**src/hw/rtl/lwa_pkg.sv**
```systemverilog
// Shared types and constants for the Lax-Wendroff advection step.
`timescale 1ns / 1ps

package lwa_pkg;

   localparam int SAMPLE_BITS = 16;
   localparam int COEF_BITS   = 15;

   // r - l needs one bit more than a sample, r - 2c + l two more.
   localparam int DIFF1_BITS = SAMPLE_BITS + 1;
   localparam int DIFF2_BITS = SAMPLE_BITS + 2;
   // Coefficients are unsigned, so they enter the signed product with a zero sign bit.
   localparam int PROD1_BITS = DIFF1_BITS + COEF_BITS + 1;
   localparam int PROD2_BITS = DIFF2_BITS + COEF_BITS + 1;
   localparam int SUM_BITS   = SAMPLE_BITS + 5;

   localparam logic signed [SUM_BITS-1:0] SAT_HI = SUM_BITS'((2 ** (SAMPLE_BITS - 1)) - 1);
   localparam logic signed [SUM_BITS-1:0] SAT_LO = -SAT_HI - SUM_BITS'(1);

   localparam logic [COEF_BITS-1:0] HALF_COURANT_RESET    = COEF_BITS'(1 << (COEF_BITS - 2));
   localparam logic [COEF_BITS-1:0] HALF_COURANT_SQ_RESET = COEF_BITS'(1 << (COEF_BITS - 3));

   // Register indexes of the control port.
   localparam logic CSR_HALF_COURANT    = 1'b0;
   localparam logic CSR_HALF_COURANT_SQ = 1'b1;

   // Results per queued entry: one, two or three.
   localparam logic [1:0] REPS_ONE   = 2'd1;
   localparam logic [1:0] REPS_TWO   = 2'd2;
   localparam logic [1:0] REPS_THREE = 2'd3;

   // The pointers wrap on their own, so the depth must be a power of two.
   localparam int Q_DEPTH    = 4;
   localparam int Q_PTR_BITS = $clog2(Q_DEPTH);
   localparam int Q_CNT_BITS = $clog2(Q_DEPTH + 1);

   typedef struct packed {
      logic signed [SAMPLE_BITS-1:0] value;
      logic [1:0]                    reps;
      logic                          row_last;
      logic                          short_row;
   } q_entry_type;

   typedef struct packed {
      logic                  not_empty;
      logic [Q_CNT_BITS-1:0] count;
   } q_status_type;

endpackage

```
**src/hw/rtl/lwa_front.sv**
```systemverilog
// Front end: accepts samples, keeps the stencil window and computes each update.
`timescale 1ns / 1ps

module lwa_front import lwa_pkg::*; (
   input  logic                          clock,
   input  logic                          reset,
   input  logic                          req_valid,
   output logic                          req_stall,
   input  logic signed [SAMPLE_BITS-1:0] req_sample,
   input  logic                          req_row_end,
   input  logic [COEF_BITS-1:0]          half_courant,
   input  logic [COEF_BITS-1:0]          half_courant_sq,
   input  q_status_type                  q_status,
   output logic                          push,
   output q_entry_type                   push_entry
);

   logic signed [SAMPLE_BITS-1:0] older_ff, older_in;
   logic signed [SAMPLE_BITS-1:0] newer_ff, newer_in;
   logic [1:0]                    seen_ff, seen_in;

   logic                          s1_valid_ff, s1_valid_in;
   logic signed [DIFF1_BITS-1:0]  s1_d1_ff, s1_d1_in;
   logic signed [DIFF2_BITS-1:0]  s1_d2_ff, s1_d2_in;
   logic signed [SAMPLE_BITS-1:0] s1_centre_ff, s1_centre_in;
   logic [1:0]                    s1_reps_ff, s1_reps_in;
   logic                          s1_last_ff, s1_last_in;
   logic                          s1_short_ff, s1_short_in;

   logic                          s2_valid_ff;
   logic signed [PROD1_BITS-1:0]  s2_p1_ff, s2_p1_in;
   logic signed [PROD2_BITS-1:0]  s2_p2_ff, s2_p2_in;
   logic signed [SAMPLE_BITS-1:0] s2_centre_ff;
   logic [1:0]                    s2_reps_ff;
   logic                          s2_last_ff;
   logic                          s2_short_ff;

   logic                          accept;
   logic [Q_CNT_BITS:0]           committed;
   logic signed [COEF_BITS:0]     coef_h;
   logic signed [COEF_BITS:0]     coef_g;
   logic signed [SUM_BITS-1:0]    sum;
   logic signed [SAMPLE_BITS-1:0] sat_value;

   // Every slot the queue may be asked for is reserved before acceptance.
   assign committed = (Q_CNT_BITS + 1)'(q_status.count) + (Q_CNT_BITS + 1)'(s1_valid_ff)
                    + (Q_CNT_BITS + 1)'(s2_valid_ff);
   assign req_stall = committed >= (Q_CNT_BITS + 1)'(Q_DEPTH);
   assign accept    = req_valid && !req_stall;

   always_comb begin
      older_in     = older_ff;
      newer_in     = newer_ff;
      seen_in      = seen_ff;
      s1_valid_in  = 1'b0;
      s1_d1_in     = DIFF1_BITS'(req_sample) - DIFF1_BITS'(older_ff);
      s1_d2_in     = DIFF2_BITS'(req_sample) - (DIFF2_BITS'(newer_ff) <<< 1)
                   + DIFF2_BITS'(older_ff);
      s1_centre_in = newer_ff;
      s1_reps_in   = REPS_ONE;
      s1_last_in   = req_row_end;
      s1_short_in  = 1'b0;
      if (accept) begin
         if (seen_ff < 2'd2) begin
            if (req_row_end) begin
               s1_valid_in = 1'b1;
               s1_short_in = 1'b1;
               older_in    = '0;
               newer_in    = '0;
               seen_in     = '0;
            end else begin
               older_in = newer_ff;
               newer_in = req_sample;
               seen_in  = seen_ff + 2'd1;
            end
         end else begin
            s1_valid_in = 1'b1;
            if (seen_ff == 2'd2) begin
               s1_reps_in = req_row_end ? REPS_THREE : REPS_TWO;
            end else begin
               s1_reps_in = req_row_end ? REPS_TWO : REPS_ONE;
            end
            if (req_row_end) begin
               older_in = '0;
               newer_in = '0;
               seen_in  = '0;
            end else begin
               older_in = newer_ff;
               newer_in = req_sample;
               seen_in  = 2'd3;
            end
         end
      end
   end

   assign coef_h  = $signed({1'b0, half_courant});
   assign coef_g  = $signed({1'b0, half_courant_sq});
   assign s2_p1_in = PROD1_BITS'(coef_h) * PROD1_BITS'(s1_d1_ff);
   assign s2_p2_in = PROD2_BITS'(coef_g) * PROD2_BITS'(s1_d2_ff);

   // Arithmetic shifts give floor rounding on the scaled products.
   assign sum = SUM_BITS'(s2_centre_ff) - SUM_BITS'(s2_p1_ff >>> COEF_BITS)
              + SUM_BITS'(s2_p2_ff >>> COEF_BITS);

   always_comb begin
      if (sum > SAT_HI) begin
         sat_value = SAT_HI[SAMPLE_BITS-1:0];
      end else if (sum < SAT_LO) begin
         sat_value = SAT_LO[SAMPLE_BITS-1:0];
      end else begin
         sat_value = sum[SAMPLE_BITS-1:0];
      end
   end

   assign push                 = s2_valid_ff;
   assign push_entry.value     = s2_short_ff ? '0 : sat_value;
   assign push_entry.reps      = s2_reps_ff;
   assign push_entry.row_last  = s2_last_ff;
   assign push_entry.short_row = s2_short_ff;

   always_ff @(posedge clock) begin
      if (reset) begin
         older_ff    <= '0;
         newer_ff    <= '0;
         seen_ff     <= '0;
         s1_valid_ff <= 1'b0;
         s2_valid_ff <= 1'b0;
      end else begin
         older_ff    <= older_in;
         newer_ff    <= newer_in;
         seen_ff     <= seen_in;
         s1_valid_ff <= s1_valid_in;
         s2_valid_ff <= s1_valid_ff;
      end
      s1_d1_ff     <= s1_d1_in;
      s1_d2_ff     <= s1_d2_in;
      s1_centre_ff <= s1_centre_in;
      s1_reps_ff   <= s1_reps_in;
      s1_last_ff   <= s1_last_in;
      s1_short_ff  <= s1_short_in;
      s2_p1_ff     <= s2_p1_in;
      s2_p2_ff     <= s2_p2_in;
      s2_centre_ff <= s1_centre_ff;
      s2_reps_ff   <= s1_reps_ff;
      s2_last_ff   <= s1_last_ff;
      s2_short_ff  <= s1_short_ff;
   end

endmodule

```
**src/hw/rtl/lwa_queue.sv**
```systemverilog
// Small queue of computed entries between the front and back ends.
`timescale 1ns / 1ps

module lwa_queue import lwa_pkg::*; (
   input  logic         clock,
   input  logic         reset,
   input  logic         push,
   input  q_entry_type  push_entry,
   input  logic         pop,
   output q_entry_type  head,
   output q_status_type status
);

   q_entry_type           mem_ff [Q_DEPTH];
   logic [Q_PTR_BITS-1:0] wr_ptr_ff, wr_ptr_in;
   logic [Q_PTR_BITS-1:0] rd_ptr_ff, rd_ptr_in;
   logic [Q_CNT_BITS-1:0] count_ff, count_in;

   assign wr_ptr_in = push ? wr_ptr_ff + Q_PTR_BITS'(1) : wr_ptr_ff;
   assign rd_ptr_in = pop ? rd_ptr_ff + Q_PTR_BITS'(1) : rd_ptr_ff;
   assign count_in  = count_ff + Q_CNT_BITS'(push) - Q_CNT_BITS'(pop);

   assign head             = mem_ff[rd_ptr_ff];
   assign status.not_empty = count_ff != '0;
   assign status.count     = count_ff;

   always_ff @(posedge clock) begin
      if (reset) begin
         wr_ptr_ff <= '0;
         rd_ptr_ff <= '0;
         count_ff  <= '0;
      end else begin
         wr_ptr_ff <= wr_ptr_in;
         rd_ptr_ff <= rd_ptr_in;
         count_ff  <= count_in;
      end
      if (push) begin
         mem_ff[wr_ptr_ff] <= push_entry;
      end
   end

   no_overflow : assert property (@(posedge clock) disable iff (reset)
      push && !pop |-> count_ff < Q_CNT_BITS'(Q_DEPTH))
      else $error("entry written into a full queue");

   no_underflow : assert property (@(posedge clock) disable iff (reset)
      pop |-> count_ff != '0)
      else $error("entry removed from an empty queue");

   count_matches_ptrs : assert property (@(posedge clock) disable iff (reset)
      count_ff <= Q_CNT_BITS'(Q_DEPTH)
      && (wr_ptr_ff - rd_ptr_ff) == count_ff[Q_PTR_BITS-1:0])
      else $error("queue count disagrees with its pointers");

endmodule

```
**src/hw/rtl/lwa_back.sv**
```systemverilog
// Back end: expands each queued entry into its results and holds the output register.
`timescale 1ns / 1ps

module lwa_back import lwa_pkg::*; (
   input  logic                          clock,
   input  logic                          reset,
   input  q_entry_type                   head,
   input  q_status_type                  q_status,
   output logic                          pop,
   output logic                          rsp_valid,
   input  logic                          rsp_stall,
   output logic signed [SAMPLE_BITS-1:0] rsp_updated,
   output logic                          rsp_final_res,
   output logic                          rsp_short_row
);

   logic                          valid_ff, valid_in;
   logic signed [SAMPLE_BITS-1:0] updated_ff, updated_in;
   logic                          final_ff, final_in;
   logic                          short_ff, short_in;
   logic [1:0]                    rep_ff, rep_in;
   logic                          load;
   logic                          last_rep;

   assign load     = !valid_ff || !rsp_stall;
   assign last_rep = rep_ff == head.reps - 2'd1;
   assign pop      = load && q_status.not_empty && last_rep;

   always_comb begin
      valid_in   = valid_ff;
      updated_in = updated_ff;
      final_in   = final_ff;
      short_in   = short_ff;
      rep_in     = rep_ff;
      if (load) begin
         valid_in = q_status.not_empty;
         if (q_status.not_empty) begin
            updated_in = head.value;
            final_in   = head.row_last && last_rep;
            short_in   = head.short_row;
            rep_in     = last_rep ? 2'd0 : rep_ff + 2'd1;
         end
      end
   end

   always_ff @(posedge clock) begin
      if (reset) begin
         valid_ff <= 1'b0;
         rep_ff   <= '0;
      end else begin
         valid_ff <= valid_in;
         rep_ff   <= rep_in;
      end
      updated_ff <= updated_in;
      final_ff   <= final_in;
      short_ff   <= short_in;
   end

   assign rsp_valid     = valid_ff;
   assign rsp_updated   = updated_ff;
   assign rsp_final_res = final_ff;
   assign rsp_short_row = short_ff;

endmodule

```
**src/hw/rtl/lax_wendroff_advection_step_top.sv**
```systemverilog
// Top level of the streaming Lax-Wendroff advection step.
`timescale 1ns / 1ps

// One grid row streams in as one sample per transfer, the last marked by
// req_row_end, and the new densities stream out in grid order with
// rsp_final_res on the last one of the row. The block takes one sample per
// cycle while req_stall is low: each sample passes through the registered
// difference stage and the registered multiplier stage of the front end, then
// the queue and then the output register, from which each result leaves when
// rsp_stall is low. The output runs at one result per cycle while rsp_stall is
// low, so the sustained rate is one sample per cycle, except that the third
// sample and the last sample of a row each produce two results (three for a
// three-point row) and hold the output for each of them. The four-entry queue
// reserves a slot for every entry still in the two front-end stages and stalls
// the input while they would not fit, so under a continuous stream the extra
// results stall the input, and gaps in the input let the queue drain. A row
// of fewer than three points yields a single zero result with rsp_short_row
// set. The user must write the coefficients through the csr_ port only while
// the block is idle; the block itself does not enforce this. Their reset
// values are a quarter and an eighth.

module lax_wendroff_advection_step_top import lwa_pkg::*; (
   input  logic                          clock,
   input  logic                          reset,
   input  logic                          req_valid,
   output logic                          req_stall,
   input  logic signed [SAMPLE_BITS-1:0] req_sample,
   input  logic                          req_row_end,
   output logic                          rsp_valid,
   input  logic                          rsp_stall,
   output logic signed [SAMPLE_BITS-1:0] rsp_updated,
   output logic                          rsp_final_res,
   output logic                          rsp_short_row,
   input  logic                          csr_write_en,
   input  logic                          csr_index,
   input  logic [COEF_BITS-1:0]          csr_wdata
);

   // Coefficient registers, both unsigned with fifteen fraction bits.
   logic [COEF_BITS-1:0] half_courant_ff, half_courant_in;
   logic [COEF_BITS-1:0] half_courant_sq_ff, half_courant_sq_in;

   logic         push;
   logic         pop;
   q_entry_type  push_entry;
   q_entry_type  head;
   q_status_type q_status;

   always_comb begin
      half_courant_in    = half_courant_ff;
      half_courant_sq_in = half_courant_sq_ff;
      if (csr_write_en) begin
         unique case (csr_index)
            CSR_HALF_COURANT:    half_courant_in    = csr_wdata;
            CSR_HALF_COURANT_SQ: half_courant_sq_in = csr_wdata;
            default:             half_courant_in    = half_courant_ff;
         endcase
      end
   end

   always_ff @(posedge clock) begin
      if (reset) begin
         half_courant_ff    <= HALF_COURANT_RESET;
         half_courant_sq_ff <= HALF_COURANT_SQ_RESET;
      end else begin
         half_courant_ff    <= half_courant_in;
         half_courant_sq_ff <= half_courant_sq_in;
      end
   end

   // The front end keeps the three-point window and computes each update.
   lwa_front u_front (
      .clock           (clock),
      .reset           (reset),
      .req_valid       (req_valid),
      .req_stall       (req_stall),
      .req_sample      (req_sample),
      .req_row_end     (req_row_end),
      .half_courant    (half_courant_ff),
      .half_courant_sq (half_courant_sq_ff),
      .q_status        (q_status),
      .push            (push),
      .push_entry      (push_entry)
   );

   // Each queued entry carries one value and how many times it is sent.
   lwa_queue u_queue (
      .clock      (clock),
      .reset      (reset),
      .push       (push),
      .push_entry (push_entry),
      .pop        (pop),
      .head       (head),
      .status     (q_status)
   );

   // The back end repeats the value for the boundary copies and drives the output.
   lwa_back u_back (
      .clock         (clock),
      .reset         (reset),
      .head          (head),
      .q_status      (q_status),
      .pop           (pop),
      .rsp_valid     (rsp_valid),
      .rsp_stall     (rsp_stall),
      .rsp_updated   (rsp_updated),
      .rsp_final_res (rsp_final_res),
      .rsp_short_row (rsp_short_row)
   );

endmodule

```
**config.mk**
```make
export PLATFORM = sky130hd
export DESIGN_NAME = lax_wendroff_advection_step_top
export DESIGN_NICKNAME = d
export VERILOG_FILES = /design/src/hw/rtl/lwa_pkg.sv /design/src/hw/rtl/lwa_front.sv /design/src/hw/rtl/lwa_queue.sv /design/src/hw/rtl/lwa_back.sv /design/src/hw/rtl/lax_wendroff_advection_step_top.sv
export SDC_FILE = /design/constraint.sdc
export NUM_CORES = 2
export LEC_CHECK = 0
export ABC_AREA = 1
export BUFFER_PORTS_ARGS = -buffer_cell sky130_fd_sc_hd__buf_2
export CAP_MARGIN = 20
export CORE_MARGIN = 2
export CORE_UTILIZATION = 60
export CTS_CLUSTER_DIAMETER = 30
export CTS_CLUSTER_SIZE = 30
export DETAILED_ROUTE_END_ITERATION = 8
export GPL_ROUTABILITY_DRIVEN = 1
export PLACE_DENSITY = 0.83
export SYNTH_ARGS = -nofsm -noshare
export SYNTH_HDL_FRONTEND = slang
export SYNTH_SLANG_ARGS = --single-unit
```
**constraint.sdc**
```tcl
create_clock -name clock -period 6.8 [get_ports clock]
set_input_delay 0.68 -clock clock [delete_from_list [all_inputs] [get_ports clock]]
set_output_delay 0.68 -clock clock [all_outputs]
set_load 0.05 [all_outputs]
```
==> results.yml <==
status:
  status: "finished clean"
clock_tree:
  clockBufferDepth: 3
  post_cts_resized: 0
  root_buffer: "clkbuf_16"
  clk_latency_ns: 0.60
  cts.reportedPaths.clkPinSlew_ns: 0.06
  postCtsSetupRepairBufs: 0
  clock-sinks: 287
  tritoncts: "yes"
  numCtsBuffers: 51
  cts_max_level: 2
  cts_hold_buf: 0
global_route:
  antenna_found_initial: 0
  grt_pass1_vias: 27224
  grt_max_degree: 51
  track_usage: 0.3024
  grt_pass1_wl_um: 137100
  gr-total-overflow: 0
die:
  start_util: 0.6070
  die_width_um: 240.3
  num_rows: 86
  io_pins: 58
  die_y_um: 240.3
  dieArea_um2: 57750
  fp.coreArea_um2: 55200
setup_path:
  criticalPathCategory: "reg2reg"
  cpMostUsedCell: "fa_1"
  worstPathRequired_ns: 7.26
  slowest_delay_ns: 0.80
  crit_chain: "nand2_1, fa_1, inv_1, fa_1, fa_1, fa_1, fa_1, inv_1, fa_1, inv_1, ha_1, nand2_1, nor4_1, nand3_1, nand3_1, a21oi_1, xnor2_1"
  critPathArrivalTime_ns: 6.66
  crit_slowest_cell: "fa_1"
  endpoint_kind: "register"
  reg2reg_depth: 17
  r2r_slack_ns: 0.60
  crit_fanout: 18
  crit_path_start_kind: "register"
route:
  drt_iter0_drc: 2001
  top_layer_used: "met4"
  first_pass_iters: 5
  drc: 0
  vias: 25779
  wl_met3_um: 5201
  wl_met1_um: 32850
  wl_um: 82830
  ant_nets: 0
  route.met2.wl_um: 41230
  avgRoutedWirePerCell_um: 17.06
  avgViaCountPerCell: 5.311
yosys:
  synth_cell_types: 52
  synth_nets: 4859
  avgSynthCellArea_um2: 8.318
  synthFlopType: "dfxtp_1"
  synth_area_um2: 33500
  ys_seq_elements: 287
  yosysWarningCount: 0
  postSynthCellCount: 4028
  synth.area.top_cells: "fa_1 34%, inv_1 13%, dfxtp_1 11%"
  yosysSeqAreaShare: 0.2008
  synth-edff-count: 98
  async_flop_share: 0
  synth.largest_area_cell: "fa_1"
  synth_top_area_frac: 0.3382
finish:
  multiInputGateArea_um2: 21980
  utilization: 0.6604
  antenna_cells: 0
  fin_nets: 4895
  design_area_um2: 36460
  register_area_um2: 6726
  syn_to_final_growth_pct: 8.806
  fill_cells: 4306
  drive_gt1_frac: 0.06016
placed_design:
  place_area_um2: 34620
  place.gp.congestion: 0.9266
  port_buffers: 57
  dp_hpwl_um: 66800
timing:
  finalHoldViolations: 0
  min_period_ns: 6.197
  rsz0062_at_grt: "no"
  fin_crit_sh: 0.9113
  drv_slew: 0
  clock.fmax_mhz: 161.4
  setup_tns_ns: 0
  slew_headroom: 0.2813
  worstMarginPinSlew_ns: 1.071
  fin_worst_skew_ns: 0.03554
  setup_violations: 0
min_path:
  hp-class: "in2reg"
  whs_path_depth: 1
flow_run:
  cap_violations: 0
cell usage in the layout, fill, tap and decap left out, drive strengths merged, types with 5 or more instances in the layout:
master | Yosys | layout
o21bai | 12 | 12
nand2 | 847 | 847
ha | 227 | 227
nor2 | 219 | 219
nor4 | 5 | 5
clkinv | 2 | 22
o31ai | 7 | 7
clkbuf | 101 | 53
a21o | 14 | 14
buf | 29 | 113
nor3 | 23 | 23
inv | 1136 | 1153
a31oi | 9 | 9
fa | 566 | 566
nand3 | 93 | 93
xnor2 | 34 | 34
a21oi | 162 | 162
edfxtp | 98 | 98
a211oi | 16 | 16
dfxtp | 189 | 189
nand4 | 14 | 14
o21ai | 123 | 123
xor2 | 57 | 57
o22ai | 18 | 18
registers in the layout, indices dropped and copies added (netlist names), 2 cells and up, named ones only:
signal,flops
u_front.s1_d1_ff,17
u_front.s1_reps_ff,2
u_front.s2_reps_ff,2
u_front.s1_centre_ff,16
u_queue.rd_ptr_ff,2
u_front.s2_p1_ff,18
u_queue.mem_ff,80
u_front.s1_d2_ff,17
u_front.s2_p2_ff,19
u_back.rsp_updated,16
u_front.s2_centre_ff,16
half_courant_sq_ff,15
u_queue.count_ff,3
u_front.newer_ff,16
half_courant_ff,15
u_queue.wr_ptr_ff,2
u_front.older_ff,16
u_back.rep_ff,2
u_front.seen_ff,2
worst max-delay path, delay by kind of cell, from the launching register on:
kind            cells  cell delay (ns)
buf+inv             3             0.19
compound gates      1             0.10
flops               1             0.77
fa+ha+maj           7             3.62
simple gates        5             1.28
xor+xnor            1             0.13
synthesized netlist by cell type, types with 34 or more instances:
master	count
o21ai_0	120
xor2_1	57
xnor2_1	34
dfxtp_1	189
nand3_1	86
a21oi_1	162
nand2_1	830
nor2_1	211
inv_1	1134
fa_1	566
edfxtp_1	98
ha_1	227
clkbuf_1	100
worst paths after layout:
kind / startpoint / to
max reg2reg: half_courant_sq_ff[1] / u_front.s2_p2_ff[28]
min reg2reg: u_front.s1_reps_ff[1] / u_front.s2_reps_ff[1]
min: req_row_end / u_front.s1_last_ff
max: half_courant_sq_ff[1] / u_front.s2_p2_ff[28]
final cells by class:
cell class / instances / share of cell area
inverters: 1138 / 0.1172
clock inverters: 42 / 0.01476
clock buffers: 53 / 0.03549
well taps: 748 / 0.02567
multi-input cells: 2473 / 0.6030
repair buffers: 113 / 0.01936
flip-flops and latches: 287 / 0.1845
through the flow:
stage	hold slack [ns]	setup slack (ns)	std cells
final	0.2408	0.6033	4854
after global routing	0.2223	0.2408	4854
after CTS	0.2277	0.6207	4854
after detailed placement	0.3121	0.6128	4759
after global placement	0.3099	0.6923	4759
after floorplan	0.3096	1.134	4028
logic make-up after synthesis:
group,Yosys count,share of synthesized area
buf+inv,1268,0.1431
simple gates,1207,0.1452
fa+ha+maj,793,0.4230
compound gates,382,0.06423
flops,287,0.2008
xor+xnor,91,0.02379
per-layer routing:
| metal | up-vias | global-route usage |
|---|---|---|
| li1 | 11933 | - |
| met1 | 12610 | 0.3801 |
| met2 | 982 | 0.5274 |
| met3 | 254 | 0.04214 |
| met4 | 0 | 0.1220 |
| met5 | - | 0 |
Power is left out: the tool's default activity adds up to more than one toggle a clock period on the data nets, which glitch-free logic cannot reach.
